`config.mk`:
```
export PLATFORM = sky130hd
export DESIGN_NAME = speech_segment_tracker
export DESIGN_NICKNAME = d
export VERILOG_FILES = /design/src/sst_pkg.sv /design/src/speech_segment_tracker.sv /design/src/sst_regs.sv /design/src/sst_queue.sv /design/src/sst_front.sv /design/src/sst_back.sv
export SDC_FILE = /design/constraint.sdc
export NUM_CORES = 1
export LEC_CHECK = 0
export BUFFER_PORTS_ARGS = -buffer_cell sky130_fd_sc_hd__buf_2
export CAP_MARGIN = 20
export CORE_ASPECT_RATIO = 1.75
export CORE_MARGIN = 2
export CORE_UTILIZATION = 40
export CTS_BUF_LIST = sky130_fd_sc_hd__clkbuf_16
export CTS_CLUSTER_DIAMETER = 100
export CTS_CLUSTER_SIZE = 16
export DETAILED_ROUTE_END_ITERATION = 10
export PLACE_DENSITY = 0.62
export SYNTH_ARGS = -nofsm -noshare
export SYNTH_HDL_FRONTEND = slang
export SYNTH_SLANG_ARGS = --single-unit
```
`constraint.sdc`:
```
create_clock -name clk -period 9.9 [get_ports clk]
set_clock_uncertainty 0.15 [all_clocks]
set_input_delay 1.98 -clock clk [delete_from_list [all_inputs] [get_ports clk]]
set_output_delay 1.98 -clock clk [all_outputs]
set_load 0.05 [all_outputs]
```
`src/sst_pkg.sv`:
```
// Package for the speech segment tracker: word types, register codes, constants.
// Depends on nothing; every other file in src but sst_queue imports it.
package sst_pkg;

	// Fixed field widths and sizes
	localparam int PROB_BITS      = 10;
	localparam int OUT_BITS       = 31;
	localparam int WIN_BITS       = 13;
	localparam int CFG_IDX_BITS   = 3;
	localparam int CFG_DATA_BITS  = 32;
	localparam int COUNT_BITS_DEF = 32;
	localparam int QUEUE_DEPTH    = 2;

	// 0.15 in Q0.PROB_BITS, rounded to nearest
	localparam int NEAR_OFFSET_I = ((15 << PROB_BITS) + 50) / 100;
	localparam logic [PROB_BITS:0] NEAR_OFFSET = (PROB_BITS + 1)'(NEAR_OFFSET_I);

	// Configuration register indexes
	typedef enum logic [CFG_IDX_BITS-1:0] {
		REG_THRESHOLD   = 3'd0,
		REG_WINDOW      = 3'd1,
		REG_MIN_SILENCE = 3'd2,
		REG_MIN_SPEECH  = 3'd3,
		REG_MAX_SPEECH  = 3'd4,
		REG_SPLIT_SIL   = 3'd5
	} reg_idx_t;

	// Register file contents
	typedef struct packed {
		logic [PROB_BITS-1:0] speech_threshold;
		logic [WIN_BITS-1:0]  window_samples;
		logic [31:0]          min_quiet_len;
		logic [30:0]          min_talk_len;
		logic [31:0]          max_talk_len;
		logic [31:0]          split_silence_samples;
	} cfg_t;

	// Input word
	typedef struct packed {
		logic                 func;
		logic [PROB_BITS-1:0] speech_prob;
		logic [OUT_BITS-1:0]  total_samples;
	} in_word_t;

	// Result word
	typedef struct packed {
		logic [OUT_BITS-1:0] seg_start;
		logic [OUT_BITS-1:0] seg_end;
	} out_word_t;

	// Classified command between front and back
	typedef struct packed {
		logic                finish;
		logic                speech;
		logic                silence;
		logic [OUT_BITS-1:0] total_samples;
	} cmd_t;

endpackage

```
`src/speech_segment_tracker.sv`:
```
// Top level of the speech segment tracker: register file, classifier front end,
// command queue, segment back end and result queue. Depends on sst_pkg and all sst_ modules.
//
//   channel  | handshake              | word
//   ---------+------------------------+---------------------------------------
//   input    | push / full            | item   : func, speech_prob, total_samples
//   result   | pop / empty            | result : seg_start, seg_end
//   config   | cfg_valid / cfg_ready  | cfg_index, cfg_data
//
// One word per cycle sustained while full is low; a word passes the command queue register
// to the back end, and its segment, if any, the result queue register to the result port.
// The back end retires one command per cycle, stalling only when the result queue is full.
// Reset clears all queues and tracking state; config returns to default values.
// A stalled result side fills the two-entry result queue, then the command queue, then full rises.
module speech_segment_tracker #(
	parameter int COUNT_BITS = sst_pkg::COUNT_BITS_DEF
) (
	input  logic                              clk,
	input  logic                              arst_n,
	input  logic                              push,
	output logic                              full,
	input  sst_pkg::in_word_t                 item,
	output logic                              empty,
	input  logic                              pop,
	output sst_pkg::out_word_t                result,
	input  logic                              cfg_valid,
	output logic                              cfg_ready,
	input  logic [sst_pkg::CFG_IDX_BITS-1:0]  cfg_index,
	input  logic [sst_pkg::CFG_DATA_BITS-1:0] cfg_data
);
	import sst_pkg::*;

	cfg_t      cfg;
	cmd_t      cmd_in, cmd_head;
	out_word_t res_word;
	logic      cmd_empty, cmd_pop, res_full, res_push;

	// configuration registers
	sst_regs u_regs (
		.clk       (clk),
		.arst_n    (arst_n),
		.cfg_valid (cfg_valid),
		.cfg_ready (cfg_ready),
		.cfg_index (cfg_index),
		.cfg_data  (cfg_data),
		.cfg       (cfg)
	);

	// classify incoming words
	sst_front u_front (
		.item             (item),
		.speech_threshold (cfg.speech_threshold),
		.cmd              (cmd_in)
	);

	// command queue between front and back
	sst_queue #(
		.WIDTH ($bits(cmd_t)),
		.DEPTH (QUEUE_DEPTH)
	) u_cmd_queue (
		.clk    (clk),
		.arst_n (arst_n),
		.push   (push),
		.wdata  (cmd_in),
		.full   (full),
		.pop    (cmd_pop),
		.rdata  (cmd_head),
		.empty  (cmd_empty)
	);

	// segment tracking
	sst_back #(
		.COUNT_BITS (COUNT_BITS)
	) u_back (
		.clk       (clk),
		.arst_n    (arst_n),
		.cfg       (cfg),
		.cmd       (cmd_head),
		.cmd_empty (cmd_empty),
		.cmd_pop   (cmd_pop),
		.res_full  (res_full),
		.res_push  (res_push),
		.res       (res_word)
	);

	// result queue
	sst_queue #(
		.WIDTH ($bits(out_word_t)),
		.DEPTH (QUEUE_DEPTH)
	) u_res_queue (
		.clk    (clk),
		.arst_n (arst_n),
		.push   (res_push),
		.wdata  (res_word),
		.full   (res_full),
		.pop    (pop),
		.rdata  (result),
		.empty  (empty)
	);

endmodule

```
`src/sst_regs.sv`:
```
// Configuration register file of the speech segment tracker.
// Depends on sst_pkg.
module sst_regs (
	input  logic                                clk,
	input  logic                                arst_n,
	input  logic                                cfg_valid,
	output logic                                cfg_ready,
	input  logic [sst_pkg::CFG_IDX_BITS-1:0]    cfg_index,
	input  logic [sst_pkg::CFG_DATA_BITS-1:0]   cfg_data,
	output sst_pkg::cfg_t                       cfg
);
	import sst_pkg::*;

	cfg_t cfg_q;

	// always able to take a write
	assign cfg_ready = 1'b1;
	assign cfg       = cfg_q;

	// register writes; unknown indexes are dropped
	always_ff @(posedge clk or negedge arst_n) begin
		if (!arst_n) begin
			cfg_q.speech_threshold      <= PROB_BITS'(512);
			cfg_q.window_samples        <= WIN_BITS'(512);
			cfg_q.min_quiet_len         <= 32'd1600;
			cfg_q.min_talk_len          <= 31'd4000;
			cfg_q.max_talk_len          <= 32'hFFFF_FFFF;
			cfg_q.split_silence_samples <= 32'd1568;
		end else if (cfg_valid && cfg_ready) begin
			unique case (reg_idx_t'(cfg_index))
				REG_THRESHOLD:   cfg_q.speech_threshold      <= cfg_data[PROB_BITS-1:0];
				REG_WINDOW:      cfg_q.window_samples        <= cfg_data[WIN_BITS-1:0];
				REG_MIN_SILENCE: cfg_q.min_quiet_len         <= cfg_data[31:0];
				REG_MIN_SPEECH:  cfg_q.min_talk_len          <= cfg_data[30:0];
				REG_MAX_SPEECH:  cfg_q.max_talk_len          <= cfg_data[31:0];
				REG_SPLIT_SIL:   cfg_q.split_silence_samples <= cfg_data[31:0];
				default: ;
			endcase
		end
	end

endmodule

```
`src/sst_queue.sv`:
```
// Small first-in first-out queue of WIDTH-bit words, used between stages.
// Depends on nothing beyond its parameters.
module sst_queue #(
	parameter int WIDTH = 8,
	parameter int DEPTH = 2
) (
	input  logic             clk,
	input  logic             arst_n,
	input  logic             push,
	input  logic [WIDTH-1:0] wdata,
	output logic             full,
	input  logic             pop,
	output logic [WIDTH-1:0] rdata,
	output logic             empty
);
	localparam int AW = (DEPTH > 1) ? $clog2(DEPTH) : 1;

	logic [WIDTH-1:0] mem_q [DEPTH];
	logic [AW-1:0]    wr_ptr_q, rd_ptr_q;
	logic [AW:0]      count_q;
	logic             do_push, do_pop;

	assign full    = (count_q == (AW + 1)'(DEPTH));
	assign empty   = (count_q == '0);
	assign do_push = push && !full;
	assign do_pop  = pop && !empty;
	assign rdata   = mem_q[rd_ptr_q];

	// storage
	always_ff @(posedge clk) begin
		if (do_push) begin
			mem_q[wr_ptr_q] <= wdata;
		end
	end

	// pointers and fill count
	always_ff @(posedge clk or negedge arst_n) begin
		if (!arst_n) begin
			wr_ptr_q <= '0;
			rd_ptr_q <= '0;
			count_q  <= '0;
		end else begin
			if (do_push) begin
				wr_ptr_q <= (wr_ptr_q == AW'(DEPTH - 1)) ? '0 : wr_ptr_q + 1'b1;
			end
			if (do_pop) begin
				rd_ptr_q <= (rd_ptr_q == AW'(DEPTH - 1)) ? '0 : rd_ptr_q + 1'b1;
			end
			count_q <= count_q + (AW + 1)'(do_push) - (AW + 1)'(do_pop);
		end
	end

endmodule

```
`src/sst_front.sv`:
```
// Front end: classifies each input word into finish / speech / silence / near.
// Depends on sst_pkg.
module sst_front (
	input  sst_pkg::in_word_t                item,
	input  logic [sst_pkg::PROB_BITS-1:0]    speech_threshold,
	output sst_pkg::cmd_t                    cmd
);
	import sst_pkg::*;

	logic                 is_speech;
	logic [PROB_BITS:0]   prob_plus_near;

	// speech band: prob at or above threshold
	assign is_speech      = (item.speech_prob >= speech_threshold);
	// silence band: prob below threshold minus the near offset
	assign prob_plus_near = {1'b0, item.speech_prob} + NEAR_OFFSET;

	always_comb begin
		cmd.finish        = item.func;
		cmd.speech        = is_speech;
		cmd.silence       = !is_speech && (prob_plus_near < {1'b0, speech_threshold});
		cmd.total_samples = item.total_samples;
	end

endmodule

```
`src/sst_back.sv`:
```
// Back end: segment state machine, one command per cycle unless the result queue
// is full; emits closed segments. Depends on sst_pkg.
module sst_back #(
	parameter int COUNT_BITS = sst_pkg::COUNT_BITS_DEF
) (
	input  logic               clk,
	input  logic               arst_n,
	input  sst_pkg::cfg_t      cfg,
	input  sst_pkg::cmd_t      cmd,
	input  logic               cmd_empty,
	output logic               cmd_pop,
	input  logic               res_full,
	output logic               res_push,
	output sst_pkg::out_word_t res
);
	import sst_pkg::*;

	localparam int C  = COUNT_BITS;
	localparam int CW = (C > 32) ? C : 32;        // compare width
	localparam int WW = (C > OUT_BITS) ? C : OUT_BITS;

	logic [C-1:0] pos_q, open_q, sil_q, split_q, resume_q;
	logic         in_speech_q;

	logic [C-1:0] pos_n, open_n, sil_n, split_n, resume_n;
	logic         in_speech_n;
	logic [C-1:0] len, sb, d_sil, d_seg;
	logic [C-1:0] emit_start, emit_end;
	logic         emit, fire, resume_lt_split;
	logic [WW-1:0] start_w, end_w;

	// take a command only when a possible result has room
	assign fire    = !cmd_empty && !res_full;
	assign cmd_pop = fire;

	assign resume_lt_split = ($signed(resume_q) < $signed(split_q));
	assign pos_n  = pos_q + C'(cfg.window_samples);
	assign len    = pos_n - open_q;
	assign sb     = (sil_q == '0) ? pos_n : sil_q;
	assign d_sil  = pos_n - sb;
	assign d_seg  = sb - open_q;

	// next state
	always_comb begin
		open_n      = open_q;
		sil_n       = sil_q;
		split_n     = split_q;
		resume_n    = resume_q;
		in_speech_n = in_speech_q;
		emit        = 1'b0;
		emit_start  = open_q;
		emit_end    = pos_n;
		if (cmd.finish) begin
			// flush: emit any open segment, clear everything
			emit        = !open_q[C-1];
			open_n      = '1;
			sil_n       = '0;
			split_n     = '0;
			resume_n    = '0;
			in_speech_n = 1'b0;
		end else if (cmd.speech) begin
			// speech cancels pending silence and opens a segment
			if (sil_q != '0) begin
				sil_n = '0;
				if (resume_lt_split) begin
					resume_n = pos_q;
				end
			end
			if (!in_speech_q) begin
				in_speech_n = 1'b1;
				open_n      = pos_q;
			end
		end else if (in_speech_q && (CW'(len) > CW'(cfg.max_talk_len))) begin
			// overlong segment: split at last pause or cut here
			emit = 1'b1;
			if (!split_q[C-1] && (split_q != '0)) begin
				emit_end = split_q;
				if (resume_lt_split) begin
					in_speech_n = 1'b0;
					open_n      = '1;
				end else begin
					open_n = resume_q;
				end
			end else begin
				open_n      = '1;
				in_speech_n = 1'b0;
			end
			split_n  = '0;
			resume_n = '0;
			sil_n    = '0;
		end else if (cmd.silence && in_speech_q) begin
			// silence: track its start, mark split points, maybe close
			sil_n = sb;
			if (CW'(d_sil) > CW'(cfg.split_silence_samples)) begin
				split_n = sb;
			end
			if ((CW'(d_sil) >= CW'(cfg.min_quiet_len)) && !d_seg[C-1]
					&& (CW'(d_seg) > CW'(cfg.min_talk_len))) begin
				emit        = 1'b1;
				emit_end    = sb;
				open_n      = '1;
				sil_n       = '0;
				split_n     = '0;
				resume_n    = '0;
				in_speech_n = 1'b0;
			end
		end
	end

	// result word, masked to output width
	assign start_w  = WW'(emit_start);
	assign end_w    = WW'(emit_end);
	assign res_push = fire && emit;
	always_comb begin
		res.seg_start = start_w[OUT_BITS-1:0];
		res.seg_end   = cmd.finish ? (cmd.total_samples - OUT_BITS'(1)) : end_w[OUT_BITS-1:0];
	end

	// state registers
	always_ff @(posedge clk or negedge arst_n) begin
		if (!arst_n) begin
			pos_q       <= '0;
			open_q      <= '1;
			sil_q       <= '0;
			split_q     <= '0;
			resume_q    <= '0;
			in_speech_q <= 1'b0;
		end else if (fire) begin
			pos_q       <= cmd.finish ? '0 : pos_n;
			open_q      <= open_n;
			sil_q       <= sil_n;
			split_q     <= split_n;
			resume_q    <= resume_n;
			in_speech_q <= in_speech_n;
		end
	end

endmodule

```
==> parameters.txt <==
Parameter                              Value

STA
  Unrepaired setup endpoints after global routing    no
  Final setup TNS    0 ps
  Number of hold violations in the final report    0
  Timing-limited maximum frequency    0.1049 GHz
  Tcrit/Tclk final    0.9630
  Slew Viols, Final    0
  Slew at the pin closest to its max-slew limit    1054 ps
  Setup-failing EPs final    0
  Max_slew headroom    0.2946
  Time the final worst path needs with I/O delays and setup    9534 ps

CTS
  Number of CTS-inserted buffers    37
  TritonCTS sink count    511
  Clock latency on the worst-skew pair    600 ps
  TritonCTS clock tree    built
  Largest buffer count on any clock path    3
  Number of H-tree levels    2
  Buffer type at the clock tree root    sky130_fd_sc_hd__clkbuf_16
  Clock slew seen by the registers of the worst setup and hold paths    80 ps

Synth
  Cells after Synth    3033
  Number of flops mapped to enable cells by yosys    192
  Post-Synth Simple-Gate Area    0.09793
  Total number of yosys warnings    0
  Share of synthesized area occupied by flip-flops and latches    0.4447
  Fraction of synthesized cell area in xor and xnor cells    0.04613
  Synthesized area per cell    10.27 um^2
  Adder and majority cell fraction of the synthesized area    0.1168
  Post-synthesis net count    3400
  Synthesized cell area    0.03113 mm^2
  #FFs+latches synth    511
  Fraction of the mapped netlist area in compound gates    0.1576
  Commonest register cell after synthesis    sky130_fd_sc_hd__dfrtp_1
  Synth async-reset ratio    0.6243
  Number of distinct library cell variants in the gate-level netlist after synthesis    82
  Combinational family with the most area after synthesis    compound AO/OA/AOI/OAI gates
  Fraction of synthesized area in multiplexers    0.08467

Detailed routing
  Drt first pass iters    6
  DRC    0
  Antenna Nets Post-Route    0
  Routed length per instance    23.59 um
  Routed wire length    100600 um
  Initial DRC count    1557
  Post-Route M1 WL    34820 um
  Routed met3 length    3677 um
  Detailed-route via count    24000
  Top Layer Used    met4
  Vias per Instance    5.625
  Met2 WL    52350 um

Floorplan
  Standard-cell row count    135
  Initial Utilization    0.4033
  Count of boundary I/O pins    147
  Placeable core region    0.07719 mm^2
  Die height    373.1 um
  Die outline area    0.08017 mm^2
  Chip Width    214.9 um

Finish
  Antenna cells    0
  Footprint of the multi-input gates    0.01580 mm^2
  Sequential cell area    0.01385 mm^2
  Fraction of layout cells with a size suffix above 1    0.1704
  Fillers    7450
  Final nets    3579
  Signed area change from the synthesized netlist to the final layout    11.74%
  Most frequent standard cell in the layout excluding fill and tap cells    sky130_fd_sc_hd__inv_1
  Commonest cells after routing, fill and taps aside    sky130_fd_sc_hd__inv_1, sky130_fd_sc_hd__ha_1, sky130_fd_sc_hd__nand2_1

Critical path
  CP Buf/Inv Count    5
  Required time reported for the critical path endpoint    9990 ps
  Cell family with the largest share of critical-path delay    compound AO/OA/AOI/OAI gates
  Largest incremental delay on the critical path    500 ps
  Most numerous cell on the critical path    sky130_fd_sc_hd__a21oi_1
  CP max FO    15
  Master of the slowest instance on the critical path    sky130_fd_sc_hd__o31ai_1
  Signal arrival time at the worst endpoint    9620 ps
  Critical path capture point type    flip-flop
  Critical path start-end classification    flip-flop to flip-flop
  Startpoint types    flip-flop

Global routing
  Number of global-route vias before repair    24340
  Global-route wire length before repair    149000 um
  All-Layer GR Usage    0.2480
  Remaining global-route overflow    0
  Maximum number of pins on one net before global-route repair    110
  Antenna violations before repair    1

Status
  Run status    completed

Placement
  HPWL reported at the end of detailed placement    77580 um
  GP Congestion    0.9701
  Buffers on Ports    145

Job
  Max Cap Viol    0

Hold path
  Kind of path behind the tightest hold check    flip-flop to flip-flop
## synth_stat cells, types with 40 or more instances
cell,n,share of area
sky130_fd_sc_hd__nor2_1,107,0.013
sky130_fd_sc_hd__a21oi_1,178,0.029
sky130_fd_sc_hd__xnor2_1,112,0.032
sky130_fd_sc_hd__xor2_1,52,0.015
sky130_fd_sc_hd__inv_1,310,0.037
sky130_fd_sc_hd__o21ai_0,200,0.032
sky130_fd_sc_hd__edfxtp_1,192,0.19
sky130_fd_sc_hd__a21o_1,94,0.023
sky130_fd_sc_hd__o22ai_1,40,0.0080
sky130_fd_sc_hd__nand2_1,264,0.032
sky130_fd_sc_hd__ha_1,281,0.11
sky130_fd_sc_hd__mux2_2,145,0.052
sky130_fd_sc_hd__clkbuf_1,83,0.010
sky130_fd_sc_hd__dfstp_2,78,0.066
sky130_fd_sc_hd__dfrtp_1,241,0.19
sky130_fd_sc_hd__mux2i_1,98,0.032
sky130_fd_sc_hd__nor3_1,45,0.0072
## logic make-up after synthesis
group / Yosys count
AOI/OAI and AO/OA: 765
xor gates and xnor gates: 164
adders and majority gates: 289
buffers and inverters: 417
DFF: 511
muxes: 245
other: 1
and+or+nand+nor: 641
## sequential cells by signal, indices dropped and copies added, names as in the netlist
name / flops
u_regs.cfg: 150
u_cmd_queue.wr_ptr_q: 1
u_res_queue.mem_q: 124
u_res_queue.rd_ptr_q: 1
u_back.in_speech_q: 1
u_back.sil_q: 32
u_cmd_queue.mem_q: 68
u_res_queue.wr_ptr_q: 1
u_res_queue.count_q: 2
u_back.emit_start: 32
u_cmd_queue.count_q: 2
u_back.pos_q: 32
u_cmd_queue.rd_ptr_q: 1
u_back.split_q: 32
u_back.resume_q: 32
## routing by layer
| metal | vias to the layer above | GRT usage |
|---|---|---|
| li1 | 11230 | - |
| met1 | 11710 | 0.2509 |
| met2 | 721 | 0.4539 |
| met3 | 334 | 0.02706 |
| met4 | 0 | 0.2069 |
| met5 | - | 0 |
## final cells by class
type	count	share of cell area
clock buffers	38	0.02733
well taps	1027	0.03693
inverters	313	0.03388
multi-input cells	2105	0.4542
repair buffers	244	0.04575
clock inverters	28	0.003848
flip-flops and latches	511	0.3980
## path summary, 6_finish.rpt
check	from	endpoint	slack, ps	cells after the start
worst max register to register	u_back.pos_q[0]	u_res_queue.mem_q[0][1]	370	35
max in group asynchronous	arst_n	u_back.resume_q[28]	6750	2
worst min register to register	u_regs.cfg[81]	u_regs.cfg[81]	360	1
min in group asynchronous	arst_n	u_regs.cfg[140]	1300	1
worst max-delay path	u_back.pos_q[0]	u_res_queue.mem_q[0][1]	370	35
worst min-delay path	u_regs.cfg[81]	u_regs.cfg[81]	360	1
## stage by stage
step / setup WS, ps / hold slack, ps / cells / area [um^2] / util
floorplan: -111.7 / 310.8 / 3033 / 31130 / -
global placement: 508.4 / 336.9 / 4189 / 33570 / 0.4349
detailed placement: 422.5 / 343.2 / 4189 / 33570 / 0.4349
CTS: 343.7 / 360.4 / 4255 / 34650 / 0.4489
global route: 88.77 / 370.7 / 4266 / 34790 / 0.4507
finish: 366.3 / 358.0 / 4266 / 34790 / 0.4507
## worst register-to-register path: cells and delay by family, from the launching register on
family,cells,cell delay [ps]
simple gates,4,640
flops,1,420
buf+inv,5,960
xor+xnor,2,590
compound gates,20,5170
fa+ha+maj,4,1260
## timing repair
item,in CTS,in global routing
resized for setup,0,9
setup buffers,0,9
hold buffers,0,0
endpoints found under the setup margin,0,205
Power is not shown: default switching activity piles up to over one toggle a cycle in this logic, so the estimate is an artifact.
